`config.mk`:
```
export PLATFORM = sky130hd
export DESIGN_NAME = capped_edit_distance_top
export DESIGN_NICKNAME = d
export VERILOG_FILES = /design/src/hw/rtl/ced_pkg.sv /design/src/hw/rtl/ced_ref_store.sv /design/src/hw/rtl/ced_row_engine.sv /design/src/hw/rtl/capped_edit_distance_top.sv
export VERILOG_INCLUDE_DIRS = /design/src /design/src/hw/rtl
export SDC_FILE = /design/constraint.sdc
export NUM_CORES = 1
export LEC_CHECK = 0
export CAP_MARGIN = 0
export CORE_MARGIN = 1
export CORE_UTILIZATION = 34
export DETAILED_ROUTE_END_ITERATION = 7
export DONT_BUFFER_PORTS = 1
export GPL_ROUTABILITY_DRIVEN = 0
export GPL_TIMING_DRIVEN = 0
export MAX_ROUTING_LAYER = met4
export SYNTH_ARGS = -nofsm -noshare
export SYNTH_HDL_FRONTEND = slang
export SYNTH_SLANG_ARGS = --single-unit
```
`constraint.sdc`:
```
create_clock -name clk -period 12.7 [get_ports clk]
set_input_delay 0.635 -clock clk [delete_from_list [all_inputs] [get_ports clk]]
set_output_delay 0.635 -clock clk [all_outputs]
set_load 0.1 [all_outputs]
```
`src/hw/rtl/capped_edit_distance_top_assert.svh`:
```
// ----------------------------------------------------------------------------
// Capped edit distance assertion macros
// Concurrent check macros shared by the capped edit distance RTL.
// ----------------------------------------------------------------------------
`ifndef CAPPED_EDIT_DISTANCE_TOP_ASSERT_SVH
`define CAPPED_EDIT_DISTANCE_TOP_ASSERT_SVH

`ifndef SYNTHESIS

// Same-cycle implication: when ante holds, cons holds.
`define CED_ASSERT_NOW(lbl, clk, rst_n, ante, cons) \
    lbl: assert property (@(posedge clk) disable iff (!rst_n) (ante) |-> (cons)) \
        else $error("capped edit distance check failed");

// Next-cycle implication: when ante holds, cons holds in the following cycle.
`define CED_ASSERT_NEXT(lbl, clk, rst_n, ante, cons) \
    lbl: assert property (@(posedge clk) disable iff (!rst_n) (ante) |=> (cons)) \
        else $error("capped edit distance check failed");

`else

`define CED_ASSERT_NOW(lbl, clk, rst_n, ante, cons)
`define CED_ASSERT_NEXT(lbl, clk, rst_n, ante, cons)

`endif

`endif

```
`src/hw/rtl/ced_pkg.sv`:
```
// ----------------------------------------------------------------------------
// Capped edit distance package
// Sizes, request codes, inter-module structs and small cell helpers.
// ----------------------------------------------------------------------------
`default_nettype none

package ced_pkg;

    localparam int unsigned MAX_LEN = 32;
    localparam int unsigned CAP_MAX = 3;

    localparam int unsigned CHAR_W = 8;
    localparam int unsigned CAP_W  = 2;
    localparam int unsigned CELL_W = 3;
    localparam int unsigned LEN_W  = $clog2(MAX_LEN + 1);
    localparam int unsigned REF_AW = (MAX_LEN > 1) ? $clog2(MAX_LEN) : 1;
    localparam int unsigned ROWS   = MAX_LEN + 1;

    typedef enum logic [1:0] {
        REQ_LOAD  = 2'd0,
        REQ_QUERY = 2'd1,
        REQ_EMPTY = 2'd2
    } req_type_t;

    // Row sweep command from the top level to the row engine
    typedef struct packed {
        logic              go;
        logic              first;
        logic [CHAR_W-1:0] ch;
        logic [CELL_W-1:0] sat;
        logic [CELL_W-1:0] qpos;
        logic [LEN_W-1:0]  len;
    } row_cmd_t;

    // Sweep completion from the row engine
    typedef struct packed {
        logic              valid;
        logic [CELL_W-1:0] score;
    } row_done_t;

    function automatic logic [CAP_W-1:0] take_cap(input logic [CAP_W-1:0] c);
        if (32'(c) > CAP_MAX)
            return CAP_W'(CAP_MAX);
        return c;
    endfunction

    function automatic logic [CELL_W-1:0] cell_min(input logic [CELL_W-1:0] a,
                                                   input logic [CELL_W-1:0] b);
        return (a < b) ? a : b;
    endfunction

    // Initial row value of column idx: min(idx, sat)
    function automatic logic [CELL_W-1:0] cell_init(input logic [LEN_W-1:0]  idx,
                                                    input logic [CELL_W-1:0] sat);
        if (idx < LEN_W'(sat))
            return idx[CELL_W-1:0];
        return sat;
    endfunction

endpackage

`default_nettype wire

```
`src/hw/rtl/ced_ref_store.sv`:
```
// ----------------------------------------------------------------------------
// Capped edit distance reference store
// Reference character memory and length counter; registered read port.
// ----------------------------------------------------------------------------
`default_nettype none

module ced_ref_store
(
    input  wire logic                         clk,
    input  wire logic                         rst_n,
    input  wire logic                         wr_en,
    input  wire logic                         wr_first,
    input  wire logic [ced_pkg::CHAR_W-1:0]   wr_ch,
    input  wire logic [ced_pkg::REF_AW-1:0]   rd_addr,
    output logic      [ced_pkg::CHAR_W-1:0]   rd_data,
    output logic      [ced_pkg::LEN_W-1:0]    ref_len
);

    logic [ced_pkg::CHAR_W-1:0] ref_mem [0:ced_pkg::MAX_LEN-1];
    logic [ced_pkg::CHAR_W-1:0] rd_data_reg;
    logic [ced_pkg::LEN_W-1:0]  len_reg;
    logic [ced_pkg::LEN_W-1:0]  len_next;
    logic [ced_pkg::LEN_W-1:0]  wr_slot;
    logic                       wr_do;

    always_comb
    begin
        wr_slot  = wr_first ? '0 : len_reg;
        wr_do    = wr_en && (32'(wr_slot) < ced_pkg::MAX_LEN);
        len_next = len_reg;
        if (wr_do)
            len_next = wr_slot + 1'b1;
    end

    always_ff @(posedge clk or negedge rst_n)
    begin
        if (!rst_n)
            len_reg <= '0;
        else
            len_reg <= len_next;
    end

    always_ff @(posedge clk)
    begin
        if (wr_do)
            ref_mem[wr_slot[ced_pkg::REF_AW-1:0]] <= wr_ch;
        rd_data_reg <= ref_mem[rd_addr];
    end

    assign rd_data = rd_data_reg;
    assign ref_len = len_reg;

endmodule

`default_nettype wire

```
`src/hw/rtl/ced_row_engine.sv`:
```
// ----------------------------------------------------------------------------
// Capped edit distance row engine
// Sweeps the row memory one cell a cycle: read, update, write back.
// ----------------------------------------------------------------------------
`default_nettype none

`include "capped_edit_distance_top_assert.svh"

module ced_row_engine
(
    input  wire logic                         clk,
    input  wire logic                         rst_n,
    input  wire ced_pkg::row_cmd_t            cmd,
    output logic      [ced_pkg::REF_AW-1:0]   ref_addr,
    input  wire logic [ced_pkg::CHAR_W-1:0]   ref_data,
    output ced_pkg::row_done_t                done
);

    logic [ced_pkg::CELL_W-1:0] row_mem [0:ced_pkg::ROWS-1];

    // sweep control
    logic                       rd_en_reg;
    logic [ced_pkg::LEN_W-1:0]  rd_idx_reg;
    logic                       wb_valid_reg;
    logic [ced_pkg::LEN_W-1:0]  wb_idx_reg;
    logic                       fin_reg;

    // latched request and datapath
    logic                       first_reg;
    logic [ced_pkg::CHAR_W-1:0] ch_reg;
    logic [ced_pkg::CELL_W-1:0] sat_reg;
    logic [ced_pkg::CELL_W-1:0] qpos_reg;
    logic [ced_pkg::LEN_W-1:0]  len_reg;
    logic [ced_pkg::LEN_W-1:0]  end_reg;
    logic [ced_pkg::CELL_W-1:0] row_q_reg;
    logic [ced_pkg::CELL_W-1:0] left_reg;
    logic [ced_pkg::CELL_W-1:0] diag_reg;
    logic [ced_pkg::CELL_W-1:0] res_reg;

    logic [ced_pkg::CELL_W-1:0] up;
    logic [ced_pkg::CELL_W-1:0] cost;
    logic [ced_pkg::CELL_W-1:0] best;
    logic [ced_pkg::CELL_W-1:0] cell_next;
    logic [ced_pkg::LEN_W-1:0]  ref_idx;

    always_comb
    begin
        up   = first_reg ? ced_pkg::cell_init(wb_idx_reg, sat_reg) : row_q_reg;
        cost = (ref_data == ch_reg) ? '0 : ced_pkg::CELL_W'(1);
        best = ced_pkg::cell_min(up + 1'b1, left_reg + 1'b1);
        best = ced_pkg::cell_min(best, diag_reg + cost);
        best = ced_pkg::cell_min(best, sat_reg);
        priority if (wb_idx_reg == '0)
            cell_next = qpos_reg;
        else if (wb_idx_reg > len_reg)
            cell_next = up;
        else
            cell_next = best;
    end

    // reference char for column j sits at j-1; column zero ignores it
    assign ref_idx  = rd_idx_reg - 1'b1;
    assign ref_addr = ref_idx[ced_pkg::REF_AW-1:0];

    always_ff @(posedge clk or negedge rst_n)
    begin
        if (!rst_n)
        begin
            rd_en_reg    <= 1'b0;
            rd_idx_reg   <= '0;
            wb_valid_reg <= 1'b0;
            wb_idx_reg   <= '0;
            fin_reg      <= 1'b0;
        end
        else if (cmd.go)
        begin
            rd_en_reg    <= 1'b1;
            rd_idx_reg   <= '0;
            wb_valid_reg <= 1'b0;
            fin_reg      <= 1'b0;
        end
        else
        begin
            wb_valid_reg <= rd_en_reg;
            wb_idx_reg   <= rd_idx_reg;
            if (rd_en_reg)
            begin
                rd_idx_reg <= rd_idx_reg + 1'b1;
                rd_en_reg  <= (rd_idx_reg != end_reg);
            end
            fin_reg <= wb_valid_reg && (wb_idx_reg == end_reg);
        end
    end

    always_ff @(posedge clk)
    begin
        if (cmd.go)
        begin
            first_reg <= cmd.first;
            ch_reg    <= cmd.ch;
            sat_reg   <= cmd.sat;
            qpos_reg  <= cmd.qpos;
            len_reg   <= cmd.len;
            // a fresh query initialises every column, not only those in use
            end_reg   <= cmd.first ? ced_pkg::LEN_W'(ced_pkg::MAX_LEN) : cmd.len;
        end
        if (rd_en_reg)
            row_q_reg <= row_mem[rd_idx_reg];
        if (wb_valid_reg)
        begin
            row_mem[wb_idx_reg] <= cell_next;
            left_reg            <= cell_next;
            diag_reg            <= up;
            if (wb_idx_reg == len_reg)
                res_reg <= cell_next;
        end
    end

    assign done.valid = fin_reg;
    assign done.score = res_reg;

    `CED_ASSERT_NOW(a_no_overlap, clk, rst_n, wb_valid_reg && rd_en_reg, wb_idx_reg != rd_idx_reg)
    `CED_ASSERT_NOW(a_idx_range, clk, rst_n, rd_en_reg && !cmd.go, rd_idx_reg <= end_reg)
    `CED_ASSERT_NEXT(a_fin_single, clk, rst_n, fin_reg, !fin_reg)

endmodule

`default_nettype wire

```
`src/hw/rtl/capped_edit_distance_top.sv`:
```
// ----------------------------------------------------------------------------
// Capped edit distance top level
// Bounded Levenshtein distance of a stored reference against a streamed query.
//
// Requests enter on start while busy is low; req_type selects a reference
// load, a query character or an empty query. Loads and empty queries leave
// busy low. A query character holds busy high from acceptance while the row
// engine sweeps the row memory one cell per cycle. The first character of
// a query sweeps and initialises every column; later ones sweep up to len.
// A result appears on distance/within_cap with done high for exactly one
// cycle: the cycle after an empty query, or at the end of the sweep of a
// character marked last. The receiver cannot stall; results are never held.
// Reset clears the reference length, cap and query position; the memories
// are not cleared, and a query must open with its first character.
// ----------------------------------------------------------------------------
`default_nettype none

`include "capped_edit_distance_top_assert.svh"

module capped_edit_distance_top
(
    input  wire logic                         clk,
    input  wire logic                         rst_n,
    input  wire logic                         start,
    output logic                              busy,
    input  wire logic [1:0]                   req_type,
    input  wire logic [ced_pkg::CHAR_W-1:0]   ch,
    input  wire logic                         first,
    input  wire logic                         last,
    input  wire logic [ced_pkg::CAP_W-1:0]    cap,
    output logic                              done,
    output logic      [ced_pkg::CELL_W-1:0]   distance,
    output logic                              within_cap
);

    logic                        busy_reg;
    logic                        busy_next;
    logic                        last_reg;
    logic                        last_next;
    logic [ced_pkg::CAP_W-1:0]   cap_latched_reg;
    logic [ced_pkg::CAP_W-1:0]   cap_latched_next;
    logic [ced_pkg::CELL_W-1:0]  qpos_reg;
    logic [ced_pkg::CELL_W-1:0]  qpos_next;
    logic                        done_reg;
    logic                        done_next;
    logic [ced_pkg::CELL_W-1:0]  distance_reg;
    logic [ced_pkg::CELL_W-1:0]  distance_next;
    logic                        within_reg;
    logic                        within_next;

    logic                        accept;
    logic [ced_pkg::CAP_W-1:0]   cap_taken;
    logic [ced_pkg::CAP_W-1:0]   cap_sel;
    logic [ced_pkg::CELL_W-1:0]  sat_sel;
    logic [ced_pkg::CELL_W-1:0]  qpos_base;
    logic [ced_pkg::CELL_W-1:0]  cap_ext;
    logic [ced_pkg::LEN_W-1:0]   ref_len;
    logic [ced_pkg::REF_AW-1:0]  ref_addr;
    logic [ced_pkg::CHAR_W-1:0]  ref_data;
    logic                        load_en;
    ced_pkg::row_cmd_t           row_cmd;
    ced_pkg::row_done_t          row_done;

    assign accept    = start && !busy_reg;
    assign cap_taken = ced_pkg::take_cap(cap);
    assign cap_ext   = ced_pkg::CELL_W'(cap_latched_reg);

    always_comb
    begin
        busy_next        = busy_reg;
        last_next        = last_reg;
        cap_latched_next = cap_latched_reg;
        qpos_next        = qpos_reg;
        done_next        = 1'b0;
        distance_next    = distance_reg;
        within_next      = within_reg;
        load_en          = 1'b0;

        // a first character or an empty query takes the new cap
        cap_sel   = first ? cap_taken : cap_latched_reg;
        sat_sel   = ced_pkg::CELL_W'(cap_sel) + 1'b1;
        qpos_base = first ? '0 : qpos_reg;

        row_cmd.go    = 1'b0;
        row_cmd.first = first;
        row_cmd.ch    = ch;
        row_cmd.sat   = sat_sel;
        row_cmd.qpos  = ced_pkg::cell_min(qpos_base + 1'b1, sat_sel);
        row_cmd.len   = ref_len;

        if (accept)
        begin
            unique case (ced_pkg::req_type_t'(req_type))
                ced_pkg::REQ_LOAD:
                begin
                    load_en = 1'b1;
                end
                ced_pkg::REQ_QUERY:
                begin
                    row_cmd.go       = 1'b1;
                    busy_next        = 1'b1;
                    last_next        = last;
                    cap_latched_next = cap_sel;
                    qpos_next        = row_cmd.qpos;
                end
                ced_pkg::REQ_EMPTY:
                begin
                    cap_latched_next = cap_taken;
                    qpos_next        = '0;
                    done_next        = 1'b1;
                    sat_sel          = ced_pkg::CELL_W'(cap_taken) + 1'b1;
                    if (ref_len < ced_pkg::LEN_W'(sat_sel))
                        distance_next = ref_len[ced_pkg::CELL_W-1:0];
                    else
                        distance_next = sat_sel;
                    within_next = (distance_next <= ced_pkg::CELL_W'(cap_taken));
                end
                default:
                begin
                    // unused request code: drop it
                end
            endcase
        end

        // end of sweep: release the request and report if it closed the query
        if (row_done.valid)
        begin
            busy_next = 1'b0;
            if (last_reg)
            begin
                done_next     = 1'b1;
                distance_next = row_done.score;
                within_next   = (row_done.score <= cap_ext);
            end
        end
    end

    always_ff @(posedge clk or negedge rst_n)
    begin
        if (!rst_n)
        begin
            busy_reg        <= 1'b0;
            last_reg        <= 1'b0;
            cap_latched_reg <= '0;
            qpos_reg        <= '0;
            done_reg        <= 1'b0;
        end
        else
        begin
            busy_reg        <= busy_next;
            last_reg        <= last_next;
            cap_latched_reg <= cap_latched_next;
            qpos_reg        <= qpos_next;
            done_reg        <= done_next;
        end
    end

    always_ff @(posedge clk)
    begin
        distance_reg <= distance_next;
        within_reg   <= within_next;
    end

    ced_ref_store u_ref_store
    (
        .clk      (clk),
        .rst_n    (rst_n),
        .wr_en    (load_en),
        .wr_first (first),
        .wr_ch    (ch),
        .rd_addr  (ref_addr),
        .rd_data  (ref_data),
        .ref_len  (ref_len)
    );

    ced_row_engine u_row_engine
    (
        .clk      (clk),
        .rst_n    (rst_n),
        .cmd      (row_cmd),
        .ref_addr (ref_addr),
        .ref_data (ref_data),
        .done     (row_done)
    );

    assign busy       = busy_reg;
    assign done       = done_reg;
    assign distance   = distance_reg;
    assign within_cap = within_reg;

    `CED_ASSERT_NEXT(a_query_busy, clk, rst_n, accept && req_type == ced_pkg::REQ_QUERY, busy_reg)
    `CED_ASSERT_NOW(a_fin_in_busy, clk, rst_n, row_done.valid, busy_reg)
    `CED_ASSERT_NEXT(a_fin_release, clk, rst_n, row_done.valid, !busy_reg)
    `CED_ASSERT_NOW(a_within_flag, clk, rst_n, done_reg, within_reg == (distance_reg <= cap_ext))

endmodule

`default_nettype wire

```
== Yosys cells after proc, flatten, opt, wreduce, memory -nomap -nowiden ==
Memory sizes are Yosys's and may differ from the RTL's. A register that Yosys moved wholly into a read port is not among the register bits.
Cells that the tools add are included.

* $add $sub $neg: 9
* $lt $le $gt $ge: 10
* Equal/unequal tests: 6
* Muxes and demuxes: 48
* Reduce and logical (&&, ||, !) cells: 14

{| class="wikitable"
|+ Operators by type and width
! kind !! count
|-
| $mux 3 || 17
|-
| $mux 1 || 25
|-
| $mux 6 || 3
|-
| $add 6x1->6 const B || 2
|-
| $eq 6x6->1 || 2
|-
| $lt 3x3->1 || 4
|-
| $lt 6x3->1 || 2
|-
| $add 3x1->3 const B || 3
|-
| $eq 8x8->1 || 1
|-
| $reduce_and 2->1 || 4
|-
| $reduce_bool 2->1 || 4
|-
| $add 2x1->3 const B || 2
|-
| $gt 6x6->1 || 1
|-
| $le 3x2->1 || 2
|-
| $logic_not 6->1 || 1
|-
| $lt 6x6->1 const B || 1
|-
| $ne 6x6->1 || 1
|-
| $pmux 3 s2 || 1
|-
| $sub 5x1->5 const B || 1
|-
| $pmux 2 s2 || 1
|-
| $add 3x3->3 || 1
|-
| $logic_and 1x1->1 || 3
|-
| $eq 2x1->1 const B || 1
|-
| $eq 2x2->1 const B || 1
|-
| 3 further kinds || 3
|}

* Register bits: 69
* Memory bits (writable): 355
* Input bits: 17
* Memories: 2

{| class="wikitable"
|+ Memory list
! name !! words !! width !! rd ports !! clocked after Yosys merged registers in !! write ports !! RTL line !! text
|-
| u_ref_store.ref_mem || 32 || 8 || 1 || 1 || 1 || ced_ref_store.sv:19 || <nowiki>logic [ced_pkg::CHAR_W-1:0] ref_mem [0:ced_pkg::MAX_LEN-1];</nowiki>
|-
| u_row_engine.row_mem || 33 || 3 || 1 || 1 || 1 || ced_row_engine.sv:19 || <nowiki>logic [ced_pkg::CELL_W-1:0] row_mem [0:ced_pkg::ROWS-1];</nowiki>
|}

== Depth between registers and ports, before layout ==
Gate-level depths: netlist of run 1.

* Word-level depth: 13
* Depth in mapped cells: 27
* Depth with buffers taken out: 27

== By module ==
Synthesis of run 1 repeated with hierarchy kept, for this count alone.

* Cell total of the unflattened synthesis: 1042
* Area total of the unflattened synthesis: 18308.8 um^2

{| class="wikitable"
|+ Modules (own cells, without submodules)
! module !! times used !! cells each !! area each (um^2) !! sequential area each (um^2)
|-
| ced_ref_store || 1 || 465 || 10372.4 || 7997.7
|-
| ced_row_engine || 1 || 475 || 6989.2 || 4519.3
|-
| capped_edit_distance_top || 1 || 102 || 947.2 || 280.3
|}

== Worst setup path after synthesis of run 1 ==
Ideal clock, no wire load.

* Path kind: register to register
* Start: register u_row_engine.wb_idx_reg[2] (netlist bit)
* End: register u_row_engine.left_reg[0] (netlist bit) (data pin)
* Setup time: 0.393 ns
* Arrival time: 5.490 ns
* Path slack: 6.817 ns
* Stages on the path, launching flop included: 26
* Cells stage by stage: dfrtp_1 > ha_1 > nor4_1 > o21ai_0 > mux2i_1 > a21oi_1 > ha_1 > ha_1 > or3_1 > nand2_1 > a21oi_1 > mux2i_1 > inv_1 > ha_1 > o21ba_2 > nor2_1 > a41o_1 > nor2_1 > a21oi_1 > ha_1 > o21a_1 > nor2_1 > nor2_1 > o221ai_1 > o21ai_0 > a21oi_1

* Longest elaborated chain between the ends: 13
* Elaborated cells on any way between the ends: 16

{| class="wikitable"
|+ Ends and longest elaborated chain
! item !! RTL line !! text
|-
| from (decl) || ced_row_engine.sv:25 || <nowiki>logic [ced_pkg::LEN_W-1:0] wb_idx_reg;</nowiki>
|-
| from (signal assigned) || ced_row_engine.sv:85 || <nowiki>wb_idx_reg <= rd_idx_reg;</nowiki>
|-
| $lt 6x3->1 * || ced_pkg.sv:55 || <nowiki>if (idx < LEN_W'(sat))</nowiki>
|-
| $mux 1 * || ced_pkg.sv:55 ||
|-
| $mux 3 * || ced_pkg.sv:57 || <nowiki>return sat;</nowiki>
|-
| $mux 3 * || ced_row_engine.sv:48 || <nowiki>up = first_reg ? ced_pkg::cell_init(wb_idx_reg, sat_reg) : row_q_reg;</nowiki>
|-
| named net u_row_engine.up (one bit) || ced_row_engine.sv:40 || <nowiki>logic [ced_pkg::CELL_W-1:0] up;</nowiki>
|-
| $add 3x1->3 * || ced_row_engine.sv:50 || <nowiki>best = ced_pkg::cell_min(up + 1'b1, left_reg + 1'b1);</nowiki>
|-
| $lt 3x3->1 || ced_pkg.sv:49 || <nowiki>return (a < b) ? a : b;</nowiki>
|-
| $mux 3 * || ced_pkg.sv:49 ||
|-
| $lt 3x3->1 || ced_pkg.sv:49 ||
|-
| $mux 3 * || ced_pkg.sv:49 ||
|-
| $lt 3x3->1 || ced_pkg.sv:49 ||
|-
| $mux 3 * || ced_pkg.sv:49 ||
|-
| $mux 3 * || ced_row_engine.sv:55 || <nowiki>else if (wb_idx_reg > len_reg)</nowiki>
|-
| $mux 3 * || ced_row_engine.sv:53 || <nowiki>priority if (wb_idx_reg == '0)</nowiki>
|-
| named net u_row_engine.cell_next (one bit) || ced_row_engine.sv:43 || <nowiki>logic [ced_pkg::CELL_W-1:0] cell_next;</nowiki>
|-
| to (signal assigned) || ced_row_engine.sv:112 || <nowiki>left_reg <= cell_next;</nowiki>
|-
| to (decl) || ced_row_engine.sv:36 || <nowiki>logic [ced_pkg::CELL_W-1:0] left_reg;</nowiki>
|}

The timed path passes the listed nets; every way through them passes the cells marked *. The select of a mux whose other input is x is not followed.
A chain may end at the register's enable or synchronous reset.

== Worst setup path after layout of run 1 ==
* Start: register u_row_engine.wb_idx_reg[2] (netlist bit)
* End: memory u_row_engine.row_mem[10][1] (netlist bit) (data pin)

* Longest elaborated chain between the ends: 13
* Elaborated cells on any way between the ends: 16

{| class="wikitable"
|+ Ends and longest elaborated chain
! item !! RTL line
|-
| $lt 6x3->1 * || ced_pkg.sv:55
|-
| $mux 1 * || ced_pkg.sv:55
|-
| $mux 3 * || ced_pkg.sv:57
|-
| $mux 3 * || ced_row_engine.sv:48
|-
| named net u_row_engine.up (one bit) || ced_row_engine.sv:40
|-
| $add 3x1->3 || ced_row_engine.sv:50
|-
| $lt 3x3->1 || ced_pkg.sv:49
|-
| $mux 3 || ced_pkg.sv:49
|-
| $lt 3x3->1 || ced_pkg.sv:49
|-
| $mux 3 || ced_pkg.sv:49
|-
| $lt 3x3->1 || ced_pkg.sv:49
|-
| $mux 3 || ced_pkg.sv:49
|-
| $mux 3 * || ced_row_engine.sv:55
|-
| $mux 3 * || ced_row_engine.sv:53
|-
| named net u_row_engine.cell_next (one bit) || ced_row_engine.sv:43
|-
| to (decl) || ced_row_engine.sv:19
|}

Marked as above.

==> results of run 1 <==
[logic make-up (layout without fill, tap and decap cells)]
kind of cell | Yosys count | count (layout) | share of synthesized area [%]
compound gates | 75 | 75 | 2.48
xor+xnor | 32 | 32 | 1.56
fa+ha+maj | 41 | 41 | 2.85
buf+inv | 73 | 160 | 1.63
flops | 435 | 435 | 71.2
mux | 132 | 132 | 15.1
simple gates | 212 | 212 | 5.24
[cells in the final DEF (no fill, tap or decap), types with 12 or more instances in the layout]
cell type  synthesis  final
xor2_1            18     18
dfxtp_1           12     12
clkbuf_1          15     25
o21ai_0           29     29
mux2_2            13     13
nand2_1           56     56
inv_1             38     38
clkbuf_16          0     47
edfxtp_1         394    394
mux4_2           110    110
a21oi_1           24     23
nor2_1            96     96
dfrtp_1           29     29
ha_1              41     41
xnor2_1           14     14
[where the power goes]
part | switching, W | total [W] | internal [W]
clock | 0.000552 | 0.00129 | 0.000739
sequential | 0.000144 | 0.00211 | 0.00197
combinational | 0.00113 | 0.00199 | 0.000858
total | 0.00182 | 0.00539 | 0.00356
[path summary, 6_finish.rpt]
check	startpoint	endpoint	slack, ps	depth (start not counted)
max in group asynchronous	rst_n	done	12000	2
worst min-delay path	ch[0]	u_ref_store.ref_mem[21][0]	150	0
worst max-delay path	u_row_engine.wb_idx_reg[2]	u_row_engine.row_mem[10][1]	6550	25
worst max register to register	u_row_engine.wb_idx_reg[2]	u_row_engine.row_mem[10][1]	6550	25
min in group asynchronous	rst_n	u_row_engine.fin_reg	530	2
worst min register to register	u_ref_store.ref_len[4]	u_row_engine.len_reg[4]	450	0
[critical path, cell delays in order (launching register included)]
cell	delay (ps)
dfrtp_1	520
ha_1	250
nor4_1	350
o21ai_0	280
mux2i_1	170
a21oi_1	320
ha_1	230
xnor2_1	100
ha_1	250
or3_1	390
nand2_1	70
a21oi_1	50
mux2i_1	260
inv_1	80
ha_1	300
o21ba_2	220
nor2_1	130
a41o_1	160
nor2_1	60
a21oi_1	150
ha_1	250
o21a_1	180
nor2_1	130
a21oi_1	80
a211oi_1	220
o31a_2	640
[metrics by stage]
stage	cells	worst slack (ps)	hold slack (ps)	total power (W)
2_1_floorplan	1000	6820	339	0.00349
3_3_place_gp	1680	4830	340	0.00407
3_5_place_dp	1681	5970	340	0.00417
4_1_cts	1767	5940	122	0.00547
5_1_grt	1767	6040	128	0.00568
6_report	1767	6550	152	0.00539
[layout make-up]
cell class                      count  area, um2
Clock buffer                       60       1250
Fill cell                        4676      31500
Clock inverter                     24        189
Sequential cell                   435      12800
Timing Repair Buffer                3       50.0
Multi-Input combinational cell    492       4910
Tap cell                          680        851
Buffer                             35        153
Inverter                           38        143
[layer usage]
metal	vias to the layer above	GRT usage (%)	share of wire [%]
li1	4030	-	-
met4	0	4.63	2.1
met3	61	2.36	5.5
met1	4655	20.4	45
met2	256	23.2	48
met5	-	-	0
==> impl_metrics.env, run 1 <==
export IMPL_overflow=0
export IMPL_cts_hold_buffers=2
export IMPL_cts_resized=0
export IMPL_ios=23
export IMPL_wire_per_inst_um=21.6
export IMPL_clockRootBuffer="clkbuf_16"
export IMPL_outcome="completed"
export IMPL_synth_cells=1000
export IMPL_synth_seq_cells=435
export IMPL_p_leak_nw=6.72
export IMPL_insertion_delay_ps=580
export IMPL_start_util_pct=34.7
export IMPL_cp_max_fo=35
export IMPL_clock_sinks=435
export IMPL_synth_edf_count=394
export IMPL_endpoint_kind="flop"
export IMPL_drive_gt1_share_pct=19.2
export IMPL_synth_top_area_share_pct=65.8
export IMPL_dr_total_vias=9002
export IMPL_cap_viol_max_count=0
export IMPL_viasPerCell=5.09
export IMPL_tightest_slew_ps=1130
export IMPL_die_w_um=232
export IMPL_synth_area_top_cells="edfxtp_1 (66%), mux4_2 (14%), dfrtp_1 (4.0%)"
export IMPL_final_nets=1109
export IMPL_drtAntennaViolNets=0
export IMPL_clockBufferDepth=3
export IMPL_clock_skew_ps=19.7
export IMPL_grt_max_degree=37
export IMPL_ys_top_cells_by_count="edfxtp_1 (394), mux4_2 (110), nor2_1 (96), nand2_1 (56), ha_1 (41)"
export IMPL_yosysUniqueCellTypes=51
export IMPL_drc_errors=0
export IMPL_wl_um=38100
export IMPL_vdd_ir_drop_max_mv=0.223
export IMPL_area_growth_pct=13.1
export IMPL_rows=83
export IMPL_synth_seq_area_share_pct=71.2
export IMPL_finalHoldViolations=0
export IMPL_yosysMostFrequentCell="edfxtp_1"
export IMPL_die_h_um=232
export IMPL_yosys_area_top_type="edfxtp_1"
export IMPL_worstPathRequired_ps=12960
export IMPL_rsz0062_at_grt="false"
export IMPL_largest_reg_flops=256
export IMPL_cts_buffers=46
export IMPL_path_class="flop to flop"
export IMPL_slew_headroom_pct=23.8
export IMPL_finalInstanceArea_mm2=0.0203
export IMPL_coreArea_mm2=0.0518
export IMPL_start_kind="flop"
export IMPL_antenna_found_initial=0
export IMPL_fin_crit_ps=6150
export IMPL_grt_pass1_vias=9331
export IMPL_maxSlewViolCount=0
export IMPL_dieArea_mm2=0.0538
export IMPL_postCtsSetupBuffers=0
export IMPL_postLayoutCoreUtil_pct=39.3
export IMPL_tritoncts="yes"
export IMPL_syn_nets=1058
export IMPL_yosys_most_used_dff="edfxtp_1"
export IMPL_portBuffers=0
export IMPL_syn_area_mm2=0.0180
export IMPL_htree_num_levels=2
export IMPL_async_flop_share_pct=6.67
export IMPL_clk_pin_slew_worst_paths_ps=60
export IMPL_fin_crit_sh_pct=48.4
export IMPL_hp_class="primary input to flop"
export IMPL_yosysWarnings=0
export IMPL_grt_util_all_layers_pct=15.0
export IMPL_drtPass1Iterations=5
export IMPL_cp_arrival_ps=6410
export IMPL_grt_pass1_wl_um=58500
export IMPL_drt_iter0_drc=874
export IMPL_final_setup_viol_count=0
export IMPL_placed_cell_area_mm2=0.0189
export IMPL_dp_hpwl_um=25300
export IMPL_diodes=0
export IMPL_p_per_area_mw_per_mm2=265
export IMPL_finalSetupTns_ps=0
export IMPL_fmax_mhz=163
export IMPL_syn_area_per_cell_um2=18.0
Power figures use the tool's default switching activity.
==> inputs of run 2 (changes only) <==
clock period = 6.44 ns   (was 12.7 ns; I/O delays follow)
==> run 2 against run 1 <==
  * Sequential share of layout area shrank 0.62 points
  * Total power grew 98%
  * Sequential power grew 97%
  * Cell count grew 0.68%
  * First-iteration DRC count shrank 8.5%
  * Core utilization grew 0.39 points
  * Critical path type unchanged
  * Highest routed layer unchanged
==> impl_metrics.env, run 2 (synthesis gave the netlist of run 1 again) <==
export IMPL_outcome="completed"
export IMPL_drtAntennaViolNets=0
export IMPL_path_class="flop to flop"
export IMPL_dieArea_mm2=0.0538
export IMPL_final_setup_viol_count=0
export IMPL_area_growth_pct=14.2
export IMPL_maxSlewViolCount=0
export IMPL_fin_crit_ps=5960
export IMPL_cp_num_buf_inv=1
export IMPL_clk_pin_slew_worst_paths_ps=60
export IMPL_portBuffers=0
export IMPL_final_cell_mix="edfxtp_1 (394), mux4_2 (110), nor2_1 (96)"
export IMPL_fin_crit_sh_pct=92.5
export IMPL_cpMaxStageDelayCell="dfrtp_1"
export IMPL_grt_pass1_vias=9388
export IMPL_comb_power_share_pct=37.3
export IMPL_cp_arrival_ps=6200
export IMPL_cp_common_cell="ha_1"
export IMPL_drtPass1Iterations=6
export IMPL_die_h_um=232
export IMPL_final_nets=1121
export IMPL_worstPathRequired_ps=6680
export IMPL_start_util_pct=34.7
export IMPL_swShare_pct=34.0
export IMPL_diodes=0
export IMPL_p_switching_w=0.00363
export IMPL_p_per_area_mw_per_mm2=520
export IMPL_grt_util_all_layers_pct=15.1
export IMPL_worst_path_stages=25
export IMPL_clockRootBuffer="clkbuf_16"
export IMPL_drc_errors=0
export IMPL_p_leak_nw=6.81
export IMPL_vdd_ir_drop_max_mv=0.425
export IMPL_hold_start="ch[5]"
export IMPL_die_w_um=232
export IMPL_cp_max_fo=35
export IMPL_grt_max_degree=37
export IMPL_largest_reg_flops=256
export IMPL_clock_sinks=435
export IMPL_fin_cells=1779
export IMPL_layout_commonest_cell="edfxtp_1"
export IMPL_p_int_w=0.00706
export IMPL_slew_headroom_pct=22.8
export IMPL_dr_total_vias=9074
export IMPL_coreArea_mm2=0.0518
export IMPL_finalHoldViolations=0
export IMPL_endpoint="u_row_engine.row_mem[13][1]"
export IMPL_worstSetupStartpoint="u_row_engine.wb_idx_reg[2]"
export IMPL_timing_rr_start="u_row_engine.wb_idx_reg[2]"
export IMPL_hp_class="primary input to flop"
export IMPL_clock_skew_ps=20.2
export IMPL_rsz0062_at_grt="false"
export IMPL_drt_iter0_drc=800
export IMPL_p_total_w=0.0107
export IMPL_htree_num_levels=2
export IMPL_dp_hpwl_um=25300
export IMPL_crit_family="compound AO/OA/AOI/OAI gates"
export IMPL_ios=23
export IMPL_antenna_found_initial=0
export IMPL_fmax_mhz=168
export IMPL_ff2ff_setup_slack_ps=480
export IMPL_tritoncts="yes"
export IMPL_overflow=0
export IMPL_postLayoutCoreUtil_pct=39.6
export IMPL_endpoint_kind="flop"
export IMPL_finalInstanceArea_mm2=0.0205
export IMPL_start_kind="flop"
export IMPL_p_clk_share_pct=23.8
export IMPL_finalSetupTns_ps=0
export IMPL_regToRegEndpoint="u_row_engine.row_mem[13][1]"
export IMPL_drive_gt1_share_pct=19.7
export IMPL_viasPerCell=5.10
export IMPL_wl_um=38400
export IMPL_cp_slowest_stage_delay_ps=520
export IMPL_cts_buffers=46
export IMPL_insertion_delay_ps=570
export IMPL_grt_pass1_wl_um=59000
export IMPL_cap_viol_max_count=0
export IMPL_r2r_cells=25
export IMPL_placed_cell_area_mm2=0.0189
export IMPL_clockBufferDepth=3
export IMPL_tightest_slew_ps=1150
export IMPL_seqPwrFrac_pct=38.9
export IMPL_rows=83
export IMPL_placed_cells=1681
export IMPL_wire_per_inst_um=21.6
-- run 2: cell count changes in the layout (fill, tap and decap cells not counted), sizes merged --
cell | before | now
buf | 22 | 29
dlygate4sd3 | 1 | 6
-- run 2: timing repair --
action                                  CTS  global route
buffers inserted                          0             0
hold buffers                             14             0
hold endpoints to repair                299             0
resized for setup                         1             2
endpoints found under the setup margin   35            70
-- run 2: worst min path at each step --
stage          cells after the start                    endpoint
2_1_floorplan                      0                        busy
3_3_place_gp                       0                 qpos_reg[0]
3_5_place_dp                       0                    last_reg
4_1_cts                            1  u_ref_store.ref_mem[19][0]
5_1_grt                            1  u_ref_store.ref_mem[22][5]
6_report                           1  u_ref_store.ref_mem[20][5]
-- run 2: stage by stage --
step                hold slack, ps  setup WS (ps)
CTS                           15.5            258
finish                        36.0            485
detailed placement            27.4           -294
global placement              27.1          -1430
global route                  34.8           22.3
floorplan                     26.4            557
-- run 2: final cells by class --
cell class,count,area (um2)
multi-input combinational,492,4920
clock inverter,24,189
timing repair buffer,15,240
sequential,435,12800
tap,680,851
clock buffer,60,1250
buffer,35,153
inverter,38,143
fill,4671,31300
-- run 2: power by group through the flow --
stage                     clock network [W]  registers [W]  logic, W
after global placement                    0        0.00419   0.00374
final                               0.00255        0.00416   0.00398
after floorplan                           0        0.00416   0.00272
after global routing                0.00272        0.00418   0.00437
after CTS                           0.00261        0.00417   0.00405
after detailed placement                  0        0.00420   0.00395
-- run 2: worst reg2reg max path, delay by kind of cell, from the launching register on --
kind                     cells  cell delay (ps)
multiplexers                 2              430
AND/OR/NAND/NOR              7             1310
AO/OA/AOI/OAI                9             1920
adder cells (fa/ha/maj)      5             1280
XOR/XNOR                     1              100
flip-flops                   1              520
buffers and inverters        1               80
-- run 2: layer usage --
layer,up-vias,global-route usage (%),wire length (um)
met1,4706,20.7,17400
met4,0,4.63,815
li1,4054,-,-
met5,-,-,0
met3,63,2.31,1860
met2,251,23.3,18400
